**src/rtl/core/afrlrc_pkg.sv**
```systemverilog
// ----------------------------------------------------------------------------
// afrlrc_pkg
// shared types, character codes and helpers for the ascii frame receiver
// ----------------------------------------------------------------------------
package afrlrc_pkg;

  localparam logic [7:0] START_CHAR = 8'h40;
  localparam logic [7:0] END_CHAR   = 8'h09;
  localparam logic [7:0] CR_CHAR    = 8'h0D;

  // frame status codes
  localparam logic [1:0] FS_OK        = 2'd0;
  localparam logic [1:0] FS_LRC_ERR   = 2'd1;
  localparam logic [1:0] FS_ADDR_ERR  = 2'd2;
  localparam logic [1:0] FS_TOO_SHORT = 2'd3;

  // bytes a frame needs ahead of the end char to carry the lrc
  localparam int unsigned MIN_FRAME_BYTES = 4;

  typedef enum logic [1:0] {
    ST_IDLE,
    ST_WALK,
    ST_EMIT
  } afrlrc_state_t;

  // controller to datapath
  typedef struct packed {
    logic accept;
    logic walk;
    logic emit;
  } afrlrc_cmd_t;

  // datapath to controller
  typedef struct packed {
    logic frame_end;
    logic walk_last;
    logic out_free;
  } afrlrc_sts_t;

  // nibble to uppercase ascii hex
  function automatic logic [7:0] hex_char(input logic [3:0] nib);
    logic [7:0] wide;
    wide = {4'h0, nib};
    return (nib < 4'd10) ? (8'h30 + wide) : (8'h37 + wide);
  endfunction

endpackage

```
**src/rtl/core/afrlrc_ctrl.sv**
```systemverilog
// ----------------------------------------------------------------------------
// afrlrc_ctrl
// sequencer: takes bytes, walks the buffer at a frame end, emits the result
// ----------------------------------------------------------------------------
module afrlrc_ctrl
  import afrlrc_pkg::*;
(
  input  logic        clk,
  input  logic        rst,
  input  logic        in_valid,
  output logic        in_stall,
  input  afrlrc_sts_t sts,
  output afrlrc_cmd_t cmd
);

  afrlrc_state_t state;
  afrlrc_state_t state_next;

  always_ff @(posedge clk) begin
    if (rst) begin
      state <= ST_IDLE;
    end else begin
      state <= state_next;
    end
  end

  always_comb begin
    state_next = state;
    unique case (state)
      ST_IDLE: begin
        if (in_valid && sts.frame_end) begin
          state_next = ST_WALK;
        end
      end
      ST_WALK: begin
        if (sts.walk_last) begin
          state_next = ST_EMIT;
        end
      end
      ST_EMIT: begin
        if (sts.out_free) begin
          state_next = ST_IDLE;
        end
      end
      default: state_next = ST_IDLE;
    endcase
  end

  always_comb begin
    cmd      = '0;
    in_stall = 1'b1;
    unique case (state)
      ST_IDLE: begin
        in_stall   = 1'b0;
        cmd.accept = in_valid;
      end
      ST_WALK: begin
        cmd.walk = 1'b1;
      end
      ST_EMIT: begin
        cmd.emit = sts.out_free;
      end
      default: begin
        in_stall = 1'b1;
      end
    endcase
  end

endmodule

```
**src/rtl/core/afrlrc_dp.sv**
```systemverilog
// ----------------------------------------------------------------------------
// afrlrc_dp
// frame buffer, byte count, lrc accumulator and result register
// ----------------------------------------------------------------------------
module afrlrc_dp
  import afrlrc_pkg::*;
#(
  parameter int unsigned MAX_FRAME_BYTES = 10
) (
  input  logic        clk,
  input  logic        rst,
  input  afrlrc_cmd_t cmd,
  output afrlrc_sts_t sts,
  input  logic [7:0]  rx_byte,
  input  logic        cfg_valid,
  input  logic [7:0]  cfg_data,
  output logic        out_valid,
  input  logic        out_stall,
  output logic [1:0]  frame_status,
  output logic [7:0]  command_byte,
  output logic [7:0]  address_byte,
  output logic [7:0]  data_byte_0,
  output logic [7:0]  data_byte_1,
  output logic [7:0]  data_byte_2,
  output logic [3:0]  frame_length,
  output logic [15:0] computed_lrc
);

  localparam int unsigned CNT_W = $clog2(MAX_FRAME_BYTES);
  localparam int unsigned EXT_W = CNT_W + 1;

  logic [7:0]       frame_buf [MAX_FRAME_BYTES];
  logic [CNT_W-1:0] byte_count;
  logic             last_cr;
  logic [CNT_W-1:0] end_count;
  logic [CNT_W-1:0] walk_idx;
  logic [7:0]       lrc_sum;
  logic [7:0]       got_hi;
  logic [7:0]       got_lo;
  logic [7:0]       own_addr;

  logic             is_start;
  logic             is_end;
  logic             end_ok;
  logic [7:0]       walk_byte;
  logic [EXT_W-1:0] idx_ext;
  logic [EXT_W-1:0] end_ext;
  logic             in_sum;
  logic [7:0]       lrc_val;
  logic [15:0]      lrc_chars;
  logic [1:0]       status_val;
  logic [4:0]       len_sum;

  assign is_start = (rx_byte == START_CHAR);
  assign is_end   = (rx_byte == END_CHAR);
  // an end char counts only right after a stored carriage return
  assign end_ok   = is_end && (byte_count != '0) && last_cr;

  assign walk_byte = frame_buf[walk_idx];
  assign idx_ext   = EXT_W'(walk_idx);
  assign end_ext   = EXT_W'(end_count);
  // lrc covers bytes 1 .. end-4
  assign in_sum    = (walk_idx != '0) && ((idx_ext + EXT_W'(4)) <= end_ext);

  assign sts.frame_end = end_ok;
  assign sts.walk_last = ((idx_ext + EXT_W'(1)) == end_ext);
  assign sts.out_free  = !out_valid || !out_stall;

  assign lrc_val   = 8'd0 - lrc_sum;
  assign lrc_chars = {hex_char(lrc_val[7:4]), hex_char(lrc_val[3:0])};
  assign len_sum   = 5'(end_count) + 5'd1;

  always_comb begin
    priority if (end_count < CNT_W'(MIN_FRAME_BYTES)) begin
      status_val = FS_TOO_SHORT;
    end else if (frame_buf[2] != own_addr) begin
      status_val = FS_ADDR_ERR;
    end else if (lrc_chars != {got_hi, got_lo}) begin
      status_val = FS_LRC_ERR;
    end else begin
      status_val = FS_OK;
    end
  end

  // address register
  always_ff @(posedge clk) begin
    if (rst) begin
      own_addr <= 8'h31;
    end else if (cfg_valid) begin
      own_addr <= cfg_data;
    end
  end

  // byte intake
  always_ff @(posedge clk) begin
    if (rst) begin
      for (int i = 0; i < MAX_FRAME_BYTES; i++) begin
        frame_buf[i] <= 8'h00;
      end
      byte_count <= '0;
      last_cr    <= 1'b0;
    end else if (cmd.accept) begin
      priority if (is_start) begin
        frame_buf[0] <= rx_byte;
        byte_count   <= CNT_W'(1);
        last_cr      <= 1'b0;
      end else if (!is_end) begin
        frame_buf[byte_count] <= rx_byte;
        last_cr               <= (rx_byte == CR_CHAR);
        if (byte_count == CNT_W'(MAX_FRAME_BYTES - 1)) begin
          byte_count <= '0;
        end else begin
          byte_count <= byte_count + CNT_W'(1);
        end
      end else if (end_ok) begin
        frame_buf[byte_count] <= rx_byte;
        byte_count            <= '0;
        last_cr               <= 1'b0;
      end else begin
        byte_count <= '0;
      end
    end
  end

  // buffer walk
  always_ff @(posedge clk) begin
    if (cmd.accept && end_ok) begin
      end_count <= byte_count;
      walk_idx  <= '0;
      lrc_sum   <= 8'h00;
    end else if (cmd.walk) begin
      walk_idx <= walk_idx + CNT_W'(1);
      if (in_sum) begin
        lrc_sum <= lrc_sum + walk_byte;
      end
      if ((idx_ext + EXT_W'(3)) == end_ext) begin
        got_hi <= walk_byte;
      end
      if ((idx_ext + EXT_W'(2)) == end_ext) begin
        got_lo <= walk_byte;
      end
    end
  end

  // result register
  always_ff @(posedge clk) begin
    if (rst) begin
      out_valid <= 1'b0;
    end else if (cmd.emit) begin
      out_valid <= 1'b1;
    end else if (!out_stall) begin
      out_valid <= 1'b0;
    end
  end

  always_ff @(posedge clk) begin
    if (cmd.emit) begin
      frame_status <= status_val;
      command_byte <= frame_buf[1];
      address_byte <= frame_buf[2];
      data_byte_0  <= frame_buf[3];
      data_byte_1  <= frame_buf[4];
      data_byte_2  <= frame_buf[5];
      frame_length <= len_sum[3:0];
      computed_lrc <= (status_val == FS_TOO_SHORT) ? 16'h0000 : lrc_chars;
    end
  end

endmodule

```
**src/rtl/core/ascii_frame_receiver_lrc_check.sv**
```systemverilog
// ----------------------------------------------------------------------------
// ascii_frame_receiver_lrc_check
// ascii frame receiver with lrc8 check and address match
// ----------------------------------------------------------------------------
// bytes from the serial line come in one request at a time; 0x40 opens a
// frame, 0x09 right after 0x0d closes it, and a frame that fills the buffer
// is dropped. an ordinary byte is taken in idle. a closing byte of a frame
// holding n stored bytes goes through intake, one buffer read per stored
// byte for the lrc walk, and the result load; intake stalls meanwhile. at
// most MAX_FRAME_BYTES - 1 bytes are stored ahead of the close. the result
// load also waits while an earlier result is still held and stalled. the
// result sits in an output register, so the next byte is taken while it
// waits.
module ascii_frame_receiver_lrc_check
  import afrlrc_pkg::*;
#(
  parameter int unsigned MAX_FRAME_BYTES = 10
) (
  input  logic        clk,
  input  logic        rst,
  // configuration: own address character
  input  logic        cfg_valid,
  output logic        cfg_ready,
  input  logic [7:0]  cfg_data,
  // received byte requests
  input  logic        in_valid,
  output logic        in_stall,
  input  logic [7:0]  rx_byte,
  // frame result requests
  output logic        out_valid,
  input  logic        out_stall,
  output logic [1:0]  frame_status,
  output logic [7:0]  command_byte,
  output logic [7:0]  address_byte,
  output logic [7:0]  data_byte_0,
  output logic [7:0]  data_byte_1,
  output logic [7:0]  data_byte_2,
  output logic [3:0]  frame_length,
  output logic [15:0] computed_lrc
);

  afrlrc_cmd_t cmd;
  afrlrc_sts_t sts;

  // register writes are always taken
  assign cfg_ready = 1'b1;

  // sequencer: idle intake, buffer walk, result load
  afrlrc_ctrl u_ctrl (
    .clk      (clk),
    .rst      (rst),
    .in_valid (in_valid),
    .in_stall (in_stall),
    .sts      (sts),
    .cmd      (cmd)
  );

  // buffer, lrc accumulator, status compare and result register
  afrlrc_dp #(
    .MAX_FRAME_BYTES (MAX_FRAME_BYTES)
  ) u_dp (
    .clk          (clk),
    .rst          (rst),
    .cmd          (cmd),
    .sts          (sts),
    .rx_byte      (rx_byte),
    .cfg_valid    (cfg_valid),
    .cfg_data     (cfg_data),
    .out_valid    (out_valid),
    .out_stall    (out_stall),
    .frame_status (frame_status),
    .command_byte (command_byte),
    .address_byte (address_byte),
    .data_byte_0  (data_byte_0),
    .data_byte_1  (data_byte_1),
    .data_byte_2  (data_byte_2),
    .frame_length (frame_length),
    .computed_lrc (computed_lrc)
  );

endmodule
```
**config.mk**
```make
export PLATFORM = sky130hd
export DESIGN_NAME = ascii_frame_receiver_lrc_check
export DESIGN_NICKNAME = d
export VERILOG_FILES = /design/src/rtl/core/afrlrc_pkg.sv /design/src/rtl/core/afrlrc_ctrl.sv /design/src/rtl/core/afrlrc_dp.sv /design/src/rtl/core/ascii_frame_receiver_lrc_check.sv
export SDC_FILE = /design/constraint.sdc
export NUM_CORES = 1
export LEC_CHECK = 0
export BUFFER_PORTS_ARGS = -buffer_cell sky130_fd_sc_hd__buf_4
export CAP_MARGIN = 20
export CORE_AREA = 2 2 193 119
export CTS_BUF_LIST = sky130_fd_sc_hd__clkbuf_4 sky130_fd_sc_hd__clkbuf_8 sky130_fd_sc_hd__clkbuf_16
export DETAILED_ROUTE_END_ITERATION = 16
export DIE_AREA = 0 0 195 121
export HOLD_SLACK_MARGIN = 0.1
export PLACE_DENSITY = 0.74
export SETUP_SLACK_MARGIN = 0.05
export SYNTH_ARGS = -nofsm -noshare
export SYNTH_HDL_FRONTEND = slang
export SYNTH_SLANG_ARGS = --single-unit
export TNS_END_PERCENT = 50
```
**constraint.sdc**
```tcl
create_clock -name clk -period 10 [get_ports clk]
set_clock_uncertainty 0.05 [all_clocks]
set_input_delay 1 -clock clk [delete_from_list [all_inputs] [get_ports clk]]
set_output_delay 1 -clock clk [all_outputs]
set_load 0.1 [all_outputs]
```
==> run_results.csv <==
group,metric,value,unit
timing,max_freq,244,MHz
pwr,pwr-share-seq,0.566,
critical_path,ff2ff_setup_slack,5.90,ns
min_path,hold_path_class,"register to register",
clock_tree,cts_buffer_depth,3,
yosys,ys_ff_latch,240,
global_route,grt_util_all_layers,0.218,
pwr,finalPower,1.96,mW
finish,final_cell_count_no_fill,1164,
global_route,antenna_found_initial,1,
die,chipHeight,121,µm
finish,mostFrequentLayoutCells,"edfxtp_1, nor2_1, buf_4, nand2_1, mux4_2",
finish,n_antenna_cell,0,
route,wl_per_cell,21.8,µm
route,wirelength,25400,µm
global_route,grt_first_pass_wirelength,38600,µm
pwr,ir_worst_vdd,0.128,mV
die,coreArea,21800,µm²
global_route,met2_usage,0.291,
critical_path,crit_fanout,27,
timing,period_share,0.410,
clock_tree,insertion_delay,0.52,ns
critical_path,r2r-end,"u_dp.lrc_sum[7]",
clock_tree,numCtsBuffers,22,
timing,drv_slew,0,
route,routed_via_density,5.91,
critical_path,reg2reg_depth,11,
route,drt_first_iter_violations,710,
pwr,p_switching,415,µW
critical_path,cp_slowest_cell,"mux4_2",
route,first_pass_iters,7,
global_route,grtUsageMet3,0.0642,
clock_tree,htree_num_levels,1,
pwr,cellLeakagePower,4.53,nW
critical_path,critical-path-max-stage-delay,0.57,ns
finish,finalNetCount,909,
timing,max_slew_margin,0.316,
placement,io_buffers,82,
pwr,switching_share,0.211,
finish,areaGrowthSynthToFinish,14.3,%
yosys,ys_seq_area_frac,0.641,
placement,place_inst,1125,
min_path,holdPathStages,0,
clock_tree,cts_sinks,240,
die,rows,42,
critical_path,critPathLaunchType,"register",
pwr,p_clk_frac,0.405,
timing,final_critical_path_setup_slack,5.90,ns
timing,hold_violations,0,
die,fp.dieW,195,µm
critical_path,worstSetupPathType,"register to register",
critical_path,cp.required,10.32,ns
critical_path,cp-endpoint,"u_dp.lrc_sum[7]",
clock_tree,cts_hold_buf,0,
placement,place_congestion,0.898,
yosys,synth_top_area_share,0.581,
job,cap_violations,0,
die,dieArea,23600,µm²
timing,finalCriticalPeriod,4.10,ns
pwr,p_per_area,160,nW/µm²
global_route,grt_max_degree,61,
timing,rsz0062_at_grt,"no",
die,io_pins,86,
yosys,ys_top_cells_by_area,"edfxtp_1, mux4_2, dfxtp_1",
yosys,syn-mean-instance-area,13.6,µm²
finish,fillers,1700,
global_route,grt_pass1_vias,6477,
pwr,internal_power,1.55,mW
clock_tree,cts_resized,0,
global_route,grt-ovfl-total,0,
placement,dp_slack,5.88,ns
status,outcome,"completed",
critical_path,crit_chain,"buf_4 -> mux4_2 -> mux4_2 -> ha_1 -> a21o_1 -> a21oi_1 -> o21bai_1 -> a2111oi_4 -> nor3b_1 -> or3b_1 -> mux2i_1",
timing,tns,0,ns
route,drc_errors,0,
route,postRouteAntennaNets,0,
pwr,pwr-share-comb,0.029,
route,route.vias.total,6884,
critical_path,path_common_cell,"mux4_2",
yosys,yosys_warnings,0,
yosys,synth_area,10700,µm²
yosys,dominantRegCellSynth,"edfxtp_1",
die,start_util,0.494,
clock_tree,cts_tree,"done",
global_route,use_met1,0.353,
yosys,async_flop_share,0,
yosys,synth_cell_types,68,
critical_path,cp-end-kind,"register",
yosys,synthCells,790,
placement,dp_hpwl,17600,µm
timing,tightest_slew,1.02,ns
critical_path,crit_arrival,4.42,ns
timing,finalSetupViolations,0,
finish,final_common_cell,"edfxtp_1",
finish,drive_above_1_share,0.199,
clock_tree,clk_pin_slew,0.06,ns
clock_tree,cts_setup_buffers,0,
global_route,grt.busiest_layer,"met1",
clock_tree,cts_root_buf,"clkbuf_16",
yosys,synth_top_area_cell,"edfxtp_1",
yosys,synth_enable_flop_cells,208,
-- how the worst min path moves through the flow --
stage / startpoint / to
after detailed placement: u_dp.frame_buf[4][5] / data_byte_1[5]
after global placement: u_dp.frame_buf[4][5] / data_byte_1[5]
after CTS: u_dp.frame_buf[4][5] / data_byte_1[5]
after floorplan: u_dp.byte_count[2] / u_dp.end_count[2]
after global routing: u_dp.frame_buf[3][7] / u_dp.data_byte_0[7]
final: u_dp.frame_buf[4][5] / data_byte_1[5]
-- flip-flops by register name (all words and copies together) (netlist names), named ones only --
signal             flops
u_dp.frame_length      4
u_dp.frame_status      2
data_byte_1            8
u_dp.command_byte      8
u_dp.end_count         4
u_dp.walk_idx          4
u_dp.computed_lrc     14
u_dp.own_addr          8
u_dp.lrc_sum           8
u_dp.last_cr           1
u_dp.address_byte      8
u_dp.frame_buf       128
u_dp.data_byte_0       8
u_ctrl.state           2
u_dp.byte_count        4
data_byte_2            8
u_dp.got_lo            8
u_dp.got_hi            8
u_dp.out_valid         1
-- kinds of logic (layout without fill, tap and decap cells) --
kind of cell / count (synthesis) / count (layout) / synth area share
xor gates and xnor gates: 33 / 33 / 0.0269
muxes: 56 / 56 / 0.0991
AOI/OAI and AO/OA: 88 / 88 / 0.0544
other: 2 / 3 / 0.000699
buffers and inverters: 74 / 161 / 0.0286
DFF: 240 / 240 / 0.641
and+or+nand+nor: 272 / 272 / 0.119
adders and majority gates: 25 / 25 / 0.0305
-- per-stage QoR --
| stage | utilization | area, µm² | hold slack (ns) |
|---|---|---|---|
| 2_1_floorplan | - | 10800 | 0.356 |
| 3_3_place_gp | 0.534 | 11600 | 0.385 |
| 3_5_place_dp | 0.534 | 11600 | 0.380 |
| 4_1_cts | 0.565 | 12300 | 0.395 |
| 5_1_grt | 0.565 | 12300 | 0.408 |
| 6_report | 0.565 | 12300 | 0.398 |
-- Yosys cell counts (all sizes together), types with 6 or more instances --
master and instances:
nor3b 6, inv 32, ha 23, buf 17, mux2i 16, a31oi 6
edfxtp 208, nand4 7, nor2 133, o21ai 20, a21oi 28, nand2 45
mux4 40, nand3 22, clkbuf 25, dfxtp 32, xnor2 25, xor2 8
nor3 15, nor2b 10
-- power groups by stage --
stage / sequential [mW] / clock [mW] / combinational [mW]
6_report: 1.11 / 0.796 / 0.0572
3_5_place_dp: 1.13 / 0 / 0.0555
5_1_grt: 1.11 / 0.850 / 0.0614
3_3_place_gp: 1.13 / 0 / 0.0543
4_1_cts: 1.11 / 0.803 / 0.0562
2_1_floorplan: 1.12 / 0 / 0.0384
-- layer usage --
| layer | wire [µm] | vias to the layer above |
|---|---|---|
| li1 | - | 3077 |
| met1 | 11800 | 3368 |
| met2 | 10100 | 407 |
| met3 | 3110 | 32 |
| met4 | 338 | 0 |
| met5 | 0 | - |
-- worst max-delay path, delay by kind of cell (launching register included) --
family                     cells  cell delay, ns
DFF                            1            0.43
and+or+nand+nor                2            0.46
buffers and inverters          1            0.50
adders and majority gates      1            0.32
AOI/OAI and AO/OA              4            0.92
muxes                          3            1.26
-- area by class of cell --
cell class / instances / area (µm²) / area share
clock buffer: 27 / 606 / 0.0493
multi-input combinational: 477 / 3580 / 0.291
tap: 286 / 358 / 0.0291
sequential: 240 / 6890 / 0.561
clock inverter: 12 / 62.6 / 0.00509
inverter: 32 / 120 / 0.00978
timing repair buffer: 90 / 676 / 0.0550
Note: power is estimated with default switching activity, not from simulation.
